### config.mk
export PLATFORM = sky130hd
export DESIGN_NAME = picture_run_length_decoder
export DESIGN_NICKNAME = d
export VERILOG_FILES = /design/src/rtl/prld_pkg.sv /design/src/rtl/picture_run_length_decoder.sv
export SDC_FILE = /design/constraint.sdc
export NUM_CORES = 1
export LEC_CHECK = 0
export BUFFER_PORTS_ARGS = -buffer_cell sky130_fd_sc_hd__buf_2
export CAP_MARGIN = 20
export CORE_MARGIN = 3
export CORE_UTILIZATION = 50
export CTS_CLUSTER_SIZE = 16
export DETAILED_ROUTE_END_ITERATION = 10
export GPL_TIMING_DRIVEN = 0
export HOLD_SLACK_MARGIN = 0.1
export PLACE_DENSITY_LB_ADDON = 0.3
export SYNTH_ARGS = -nofsm -noshare
export SYNTH_HDL_FRONTEND = slang
export SYNTH_SLANG_ARGS = --single-unit
### constraint.sdc
create_clock -name clk -period 2.7 [get_ports clk]
set_clock_uncertainty 0.15 [all_clocks]
set_input_delay 0.27 -clock clk [delete_from_list [all_inputs] [get_ports clk]]
set_output_delay 0.27 -clock clk [all_outputs]
set_load 0.005 [all_outputs]
### src/rtl/prld_pkg.sv
// ----------------------------------------------------------------------------
// prld_pkg
// shared types and constants for the picture run-length decoder
// ----------------------------------------------------------------------------
package prld_pkg;

  localparam int unsigned ADDR_W = 4;

  localparam logic [1:0] REG_BASE_ADDRESS   = 2'd0;
  localparam logic [1:0] REG_PICTURE_WIDTH  = 2'd1;
  localparam logic [1:0] REG_PICTURE_HEIGHT = 2'd2;
  localparam logic [1:0] REG_INVERT_OUTPUT  = 2'd3;

  localparam logic [1:0] RUN_MARK   = 2'b11;
  localparam logic [6:0] MAX_WIDTH  = 7'd64;
  localparam logic [7:0] INVERT_ALL = 8'hFF;

  typedef struct packed {
    logic [7:0] code_byte;
    logic       first_of_picture;
  } code_t;

  typedef struct packed {
    logic [7:0]  pixel_byte;
    logic [15:0] display_address;
    logic        row_end;
    logic        picture_end;
    logic        last_of_item;
  } pixel_t;

  typedef enum logic {
    ST_IDLE,
    ST_EMIT
  } state_t;

endpackage

### src/rtl/picture_run_length_decoder.sv
// ----------------------------------------------------------------------------
// picture_run_length_decoder
// expands run-length code bytes into display bytes with screen addresses
// ----------------------------------------------------------------------------
// One code byte is taken at a time, after which a single emit sequencer
// produces its display bytes one per cycle (1 to 64 for a zero run, 1 to 3
// for a data code) while the output side keeps taking them; code_stall stays
// high until the last byte is loaded into the output register. An item that
// arrives after the picture is complete, with no first_of_picture, gives no
// bytes. Output stalls hold the sequencer.
module picture_run_length_decoder #(
  parameter int unsigned ROW_STRIDE = 64
) (
  input  logic                         clk,
  input  logic                         rst,
  input  logic                         code_valid,
  output logic                         code_stall,
  input  prld_pkg::code_t              code,
  output logic                         pixel_valid,
  input  logic                         pixel_stall,
  output prld_pkg::pixel_t             pixel,
  input  logic                         psel,
  input  logic                         penable,
  input  logic                         pwrite,
  input  logic [prld_pkg::ADDR_W-1:0]  paddr,
  input  logic [31:0]                  pwdata,
  output logic [31:0]                  prdata,
  output logic                         pready
);

  logic [15:0] base_address;
  logic [6:0]  picture_width;
  logic [7:0]  picture_height;
  logic        invert_output;

  prld_pkg::state_t state, state_next;
  logic [6:0]  remaining, remaining_next;
  logic [5:0]  last_value, last_value_next;
  logic [5:0]  column_count, column_count_next;
  logic [7:0]  row_count, row_count_next;
  logic [15:0] row_start_address, row_start_address_next;
  logic        picture_done, picture_done_next;
  logic        pixel_valid_next;
  prld_pkg::pixel_t pixel_next;

  logic        code_accept;
  logic        slot_free;
  logic        emit;
  logic        is_run;
  logic        at_row_end;
  logic        at_pic_end;
  logic        item_last;
  logic [5:0]  width_m1;
  logic [7:0]  height_m1;
  logic [7:0]  byte_value;
  logic        cfg_write;

  // configuration port
  assign pready    = 1'b1;
  assign cfg_write = psel && penable && pwrite && pready;

  always_ff @(posedge clk) begin
    if (rst) begin
      base_address   <= '0;
      picture_width  <= 7'd1;
      picture_height <= 8'd1;
      invert_output  <= 1'b0;
    end else if (cfg_write) begin
      case (paddr[3:2])
        prld_pkg::REG_BASE_ADDRESS:   base_address   <= pwdata[15:0];
        prld_pkg::REG_PICTURE_WIDTH:  picture_width  <= pwdata[6:0];
        prld_pkg::REG_PICTURE_HEIGHT: picture_height <= pwdata[7:0];
        prld_pkg::REG_INVERT_OUTPUT:  invert_output  <= pwdata[0];
        default: ;
      endcase
    end
  end

  always_comb begin
    case (paddr[3:2])
      prld_pkg::REG_BASE_ADDRESS:   prdata = {16'd0, base_address};
      prld_pkg::REG_PICTURE_WIDTH:  prdata = {25'd0, picture_width};
      prld_pkg::REG_PICTURE_HEIGHT: prdata = {24'd0, picture_height};
      prld_pkg::REG_INVERT_OUTPUT:  prdata = {31'd0, invert_output};
      default:                      prdata = '0;
    endcase
  end

  // effective size limits
  always_comb begin
    if (picture_width == 7'd0) begin
      width_m1 = 6'd0;
    end else if (picture_width > prld_pkg::MAX_WIDTH) begin
      width_m1 = 6'd63;
    end else begin
      width_m1 = 6'(picture_width - 7'd1);
    end
    height_m1 = (picture_height == 8'd0) ? 8'd0 : picture_height - 8'd1;
  end

  assign code_stall  = (state != prld_pkg::ST_IDLE);
  assign code_accept = code_valid && !code_stall;
  assign is_run      = (code.code_byte[7:6] == prld_pkg::RUN_MARK);
  assign slot_free   = !pixel_valid || !pixel_stall;
  assign emit        = (state == prld_pkg::ST_EMIT) && !picture_done && slot_free;
  assign at_row_end  = (column_count >= width_m1);
  assign at_pic_end  = at_row_end && (row_count >= height_m1);
  assign item_last   = (remaining == 7'd1);

  // next state
  always_comb begin
    state_next = state;
    case (state)
      prld_pkg::ST_IDLE: begin
        if (code_accept) state_next = prld_pkg::ST_EMIT;
      end
      prld_pkg::ST_EMIT: begin
        if (picture_done) begin
          state_next = prld_pkg::ST_IDLE;
        end else if (emit && (item_last || at_pic_end)) begin
          state_next = prld_pkg::ST_IDLE;
        end
      end
      default: state_next = prld_pkg::ST_IDLE;
    endcase
  end

  // sequencer datapath
  always_comb begin
    remaining_next         = remaining;
    last_value_next        = last_value;
    column_count_next      = column_count;
    row_count_next         = row_count;
    row_start_address_next = row_start_address;
    picture_done_next      = picture_done;
    pixel_next             = pixel;
    byte_value             = item_last ? {2'b00, last_value} : 8'd0;
    if (invert_output) byte_value = byte_value ^ prld_pkg::INVERT_ALL;

    if (code_accept) begin
      if (code.first_of_picture) begin
        column_count_next      = '0;
        row_count_next         = '0;
        row_start_address_next = base_address;
        picture_done_next      = 1'b0;
      end
      if (is_run) begin
        remaining_next  = {1'b0, code.code_byte[5:0]} + 7'd1;
        last_value_next = '0;
      end else begin
        remaining_next  = {5'd0, code.code_byte[7:6]} + 7'd1;
        last_value_next = code.code_byte[5:0];
      end
    end

    if (emit) begin
      pixel_next.pixel_byte      = byte_value;
      pixel_next.display_address = row_start_address + {10'd0, column_count};
      pixel_next.row_end         = at_row_end;
      pixel_next.picture_end     = at_pic_end;
      pixel_next.last_of_item    = item_last || at_pic_end;
      remaining_next             = remaining - 7'd1;
      if (at_row_end) begin
        column_count_next      = '0;
        row_count_next         = row_count + 8'd1;
        row_start_address_next = row_start_address + 16'(ROW_STRIDE);
      end else begin
        column_count_next = column_count + 6'd1;
      end
      if (at_pic_end) picture_done_next = 1'b1;
    end

    if (emit) begin
      pixel_valid_next = 1'b1;
    end else if (pixel_stall) begin
      pixel_valid_next = pixel_valid;
    end else begin
      pixel_valid_next = 1'b0;
    end
  end

  always_ff @(posedge clk) begin
    if (rst) begin
      state             <= prld_pkg::ST_IDLE;
      remaining         <= '0;
      column_count      <= '0;
      row_count         <= '0;
      row_start_address <= '0;
      picture_done      <= 1'b0;
      pixel_valid       <= 1'b0;
    end else begin
      state             <= state_next;
      remaining         <= remaining_next;
      column_count      <= column_count_next;
      row_count         <= row_count_next;
      row_start_address <= row_start_address_next;
      picture_done      <= picture_done_next;
      pixel_valid       <= pixel_valid_next;
    end
  end

  always_ff @(posedge clk) begin
    last_value <= last_value_next;
    pixel      <= pixel_next;
  end

endmodule

# == After elaboration in Yosys (flattened, before gate mapping) ==
# Index checks and enable logic that the tools add are counted.
# op_classes
add_sub_neg,9
magnitude_cmp,3
n_eq_ne,6
n_mux,31
bitwise,2
n_reduce_logical,23
# op_table
operator,count
32-bit case mux with 4 select lines,1
16-bit two-way mux,4
8-bit two-way mux,6
6-bit two-way mux,7
7-bit two-way mux,3
16-bit by 6-bit adder with 16-bit output,1
"16-bit by 7-bit adder with 16-bit output, second input constant",1
2-bit AND reduction,5
1-bit two-way mux,9
"8-bit by 1-bit adder with 8-bit output, second input constant",1
8-bit greater-or-equal comparator,1
8-bit logical NOT,1
6-bit inverter with 8-bit output,1
"8-bit by 1-bit subtractor with 8-bit output, second input constant",1
"6-bit by 1-bit adder with 7-bit output, second input constant",1
"7-bit by 1-bit == test with 1-bit output, second input constant",1
"7-bit > comparator, second input constant",1
1-bit logical AND,7
7-bit logical NOT,1
"7-bit by 1-bit subtractor with 7-bit output, second input constant",1
"6-bit by 1-bit adder with 6-bit output, second input constant",1
"2-bit == test, second input constant",3
6-bit greater-or-equal comparator,1
"6-bit by 1-bit subtractor with 6-bit output, second input constant",1
other kinds (9),14
# totals
register_bits,105
in_bits,52
out_inout_bits,62
word_cells,91

# == Longest topological paths before layout ==
# depth
word_depth,10
depth_mapped,13

# == Worst setup path after synthesis ==
# No wires, ideal clock.
# synth_path
path_type,reg-to-reg
from,register picture_height[0]
to,"register pixel[0] (netlist name), data pin"
arrival_ns,2.242
path_slack_ns,0.039
stages_incl_launch_ff,12
n_path_buf,0
path_cell_list,dfxtp_1 -> inv_1 -> ha_1 -> nor2b_1 -> nand3b_1 -> or3_1 -> and2_1 -> ha_1 -> nor3b_1 -> o21ai_0 -> a21oi_1 -> o21ai_0
# synth_via
elab_chain_cells,5
elab_cells_between_ends,6
cone_classes,add/sub: 1; order compare: 1; mux: 1; reduce/logical: 3
# synth_lines
item,line,source
from (decl),picture_run_length_decoder.sv:33,logic [7:0] picture_height;
from (signal assigned),picture_run_length_decoder.sv:72,prld_pkg::REG_PICTURE_HEIGHT: picture_height <= pwdata[7:0];
8-bit by 1-bit subtractor with 8-bit output or 8-bit logical NOT (tied branches),picture_run_length_decoder.sv:98,height_m1 = (picture_height == 8'd0) ? 8'd0 : picture_height - 8'd1;
8-bit two-way mux *,picture_run_length_decoder.sv:98,
8-bit greater-or-equal comparator *,picture_run_length_decoder.sv:107,assign at_pic_end = at_row_end && (row_count >= height_m1);
1-bit logical AND *,picture_run_length_decoder.sv:107,
1-bit logical OR *,picture_run_length_decoder.sv:161,pixel_next.last_of_item = item_last || at_pic_end;
to (signal assigned),picture_run_length_decoder.sv:204,pixel <= pixel_next;
to (decl),picture_run_length_decoder.sv:21,"output prld_pkg::pixel_t pixel,"
# Mark *: on every way between the ends. The rest lies on a longest branch, timed or not.
# A chain may end at the register's enable or synchronous reset.

# == Final worst setup path ==
# layout_path
from,register picture_width[1]
to,register row_start_address[12]
# layout_via
elab_chain_cells,6
elab_cells_between_ends,8
cone_classes,add/sub: 1; order compare: 2; mux: 4; reduce/logical: 1
# layout_lines
item,line,source
from (decl),picture_run_length_decoder.sv:32,logic [6:0] picture_width;
from (signal assigned),picture_run_length_decoder.sv:71,prld_pkg::REG_PICTURE_WIDTH: picture_width <= pwdata[6:0];
6-bit by 1-bit subtractor with 6-bit output or 7-bit > comparator (tied branches),"picture_run_length_decoder.sv:96, picture_run_length_decoder.sv:93",
6-bit two-way mux,picture_run_length_decoder.sv:93,end else if (picture_width > prld_pkg::MAX_WIDTH) begin
6-bit two-way mux *,picture_run_length_decoder.sv:91,if (picture_width == 7'd0) begin
6-bit greater-or-equal comparator *,picture_run_length_decoder.sv:106,assign at_row_end = (column_count >= width_m1);
16-bit two-way mux *,picture_run_length_decoder.sv:163,if (at_row_end) begin
16-bit two-way mux *,picture_run_length_decoder.sv:156,if (emit) begin
to (signal assigned),picture_run_length_decoder.sv:196,row_start_address <= row_start_address_next;
to (decl),picture_run_length_decoder.sv:41,"logic [15:0] row_start_address, row_start_address_next;"
# Marks and branches as above.

==> impl_metrics.tcl <==
set metrics [dict create \
    diodes 0 \
    mostFrequentLayoutCell "nand2_1" \
    fmax_mhz 360 \
    cts_buffer_depth 2 \
    overflow 0 \
    rsz0062_at_grt "yes" \
    instances_no_fill 923 \
    cts-root-buf "clkbuf_16" \
    min_path_cells 2 \
    synth-edff-count 32 \
    ant_nets 0 \
    final_util_pct 66.5 \
    synth_compound_gate_area_share_pct 14.1 \
    wire_per_inst_um 16.5 \
    syn_to_final_growth_pct 27.5 \
    grt_pass1_wl_mm 23.9 \
    max_cap_violations 0 \
    rr_worst_depth 11 \
    synthAdderAreaFrac_pct 7.05 \
    end_kind "flop" \
    use_met1_pct 30.5 \
    slew_headroom_pct 52.3 \
    synth_area_mm2 0.00575 \
    grt_use_met3_pct 2.89 \
    routed_via_density 5.65 \
    hold_path_class "in2reg" \
    syn_inst 642 \
    post-place-ws_ns -0.636 \
    final-hold-violation-count 0 \
    via_count 5215 \
    worst_slew_pin_slew_ns 0.708 \
    p_per_area_mw_per_mm2 508 \
    clock-sinks 104 \
    synthMuxAreaShare_pct 4.57 \
    synth_xor_area_share_pct 4.72 \
    r2r_slack_ns -0.08 \
    grt_pass1_vias 4895 \
    die_y_um 113 \
    rows 38 \
    ys_top_cells_by_area "dfxtp_1 (25%), edfxtp_1 (17%), ha_1 (6.5%)" \
    grtUsageMet2_pct 37.5 \
    period_share_pct 103 \
    final_cell_mix "nand2_1 (88), buf_2 (86), dfxtp_1 (67)" \
    ys_ff_latch 104 \
    min_from "code[2]" \
    p_leak_nw 2.89 \
    worstReg2RegStart "picture_width[1]" \
    dp_hpwl_mm 10.5 \
    nets 861 \
    crit_fanout 7 \
    yosys.area.top_type "dfxtp_1" \
    multi_input_area_mm2 0.00333 \
    cts.clk_slew.worst_paths_ns 0.07 \
    grt_max_degree 36 \
    pin_count 114 \
    dieArea_mm2 0.0128 \
    r2r_end "row_start_address[12]" \
    critPathRequiredTime_ns 2.82 \
    yosys_warnings 0 \
    slew_viol_final 0 \
    core_mm2 0.0110 \
    worst_slack_ns -0.0805 \
    initial_core_util_pct 52.1 \
    drc_errors 0 \
    cts_tree "built" \
    avgSynthCellArea_um2 8.96 \
    ys.flop_type "dfxtp_1" \
    place_inst 875 \
    fp.dieW_um 113 \
    worstHoldEndpoint "last_value[1]" \
    fillers 878 \
    ff_latch_area_mm2 0.00242 \
    violations "setup timing" \
    status "finished with violations" \
    slowest_delay_ns 0.37 \
    critPathSlowestCell "dfxtp_4" \
    cp.arrival_ns 2.90 \
    drive_above_1_share_pct 26.6 \
    top_usage_layer "met2" \
    synth_async_sr_flop_share_pct 0 \
    vdd_drop_max_mv 0.354 \
    setup_violations 17 \
    drt_first_pass_iters 5 \
    gr-usage-all-layers_pct 22.8 \
    wirelength_mm 15.2 \
    cts_made_buffers 9 \
    first_iter_violations 393 \
    synth_top_area_share_pct 25.1 \
    synth_top_family_by_area "simple AND/OR/NAND/NOR gates" \
    critical_path.cell_chain "nor3_4 > nand2_2 > xnor2_2 > a21oi_4 > ha_4 > nand3_2 > a221oi_4 > a31oi_4 > buf_6 > or3_1 > a31oi_1" \
    yosysSeqAreaShare_pct 41.8 \
    startpoint "picture_width[1]" \
    port_buffers 78 \
    critPathKind "reg2reg" \
    gp_congestion 0.881 \
    antenna_found_initial 0 \
    htreeDepth 3 \
    synth_cell_types 66 \
    start_kind "flop" \
    yosys.area_share.simple_pct 21.3 \
    finalCriticalPeriod_ns 2.78 \
    tns_ns -0.495 \
    clkLatencyLatePin_ns 0.35 \
]
## metal layers
| layer | routed length (um) | vias to the layer above | part of all wire, % |
|---|---|---|---|
| li1 | - | 2501 | - |
| met1 | 6500 | 2458 | 43 |
| met2 | 7340 | 215 | 48 |
| met3 | 915 | 41 | 6.0 |
| met4 | 449 | 0 | 3.0 |
| met5 | 0 | - | 0 |
## cell families (layout without fill, tap and decap cells)
logic type | Yosys count | count (layout)
buf+inv | 66 | 192
mux | 25 | 25
flops | 104 | 104
fa+ha+maj | 32 | 32
xor+xnor | 31 | 31
simple gates | 254 | 254
compound gates | 128 | 128
other cells | 2 | 17
## flip-flops by register name, indices dropped and copies added (netlist names)
register and flops:
pixel 26, base_address 16, row_start_address 16, picture_height 8
row_count 8, picture_width 7, remaining 7, column_count 6
last_value 6, code_stall 1, invert_output 1, picture_done 1
pixel_valid 1
## power by group
group / internal [mW] / leakage, nW / switching (mW)
combinational: 0.259 / 1.84 / 0.330
clock: 0.814 / 0.151 / 0.579
sequential: 1.69 / 0.891 / 0.0496
## final cells by class
class / instances / share of cell area, %
clock buffer: 9 / 3.07
buffer: 47 / 4.18
multi-input combinational: 487 / 45.4
inverter: 19 / 1.11
tap: 140 / 2.39
sequential: 104 / 33.0
clock inverter: 7 / 1.30
timing repair buffer: 110 / 9.62
## timing repair
item | in CTS | in global routing
cloned | 1 | 1
hold buffers | 17 | 0
endpoints found under the setup margin | 29 | 27
endpoints found under the hold margin | 31 | 0
setup buffers | 6 | 7
gates resized for setup | 39 | 45
pin swaps | 16 | 26
## worst max path at each step
stage / depth (start not counted) / end / slack [ns]
detailed placement: 11 / pixel[0] / -0.64
global placement: 11 / pixel[0] / -0.49
finish: 11 / row_start_address[12] / -0.08
global route: 13 / row_start_address[7] / -0.18
floorplan: 11 / pixel[0] / 0.04
CTS: 12 / row_start_address[12] / -0.08
## critical path, delay by kind of cell (launching register included)
kind                     cells  cell delay, ns
AO/OA/AOI/OAI                4            0.68
XOR/XNOR                     1            0.25
AND/OR/NAND/NOR              4            0.77
buffers and inverters        1            0.19
flip-flops                   1            0.37
adder cells (fa/ha/maj)      1            0.30
## cells in the mapped netlist, drive strengths merged (10+ instances only)
| library cell | n |
|---|---|
| and2 | 12 |
| inv | 19 |
| nand2 | 93 |
| ha | 30 |
| nor3 | 10 |
| nor2 | 48 |
| dfxtp | 72 |
| a31oi | 15 |
| clkbuf | 14 |
| o21ai | 24 |
| or3 | 13 |
| buf | 33 |
| edfxtp | 32 |
| a21oi | 55 |
| xnor2 | 22 |
| nor2b | 13 |
| mux2i | 24 |
| nand3 | 33 |
## per-stage QoR
stage               area [um^2]  hold slack (ns)  power (mW)
detailed placement         6370            0.267        2.26
floorplan                  5810            0.238        2.09
finish                     7330            0.124        3.72
CTS                        7060            0.119        3.69
global placement           6370            0.264        2.24
global route               7330            0.152        3.85
Note: power is estimated with default switching activity, not from simulation.
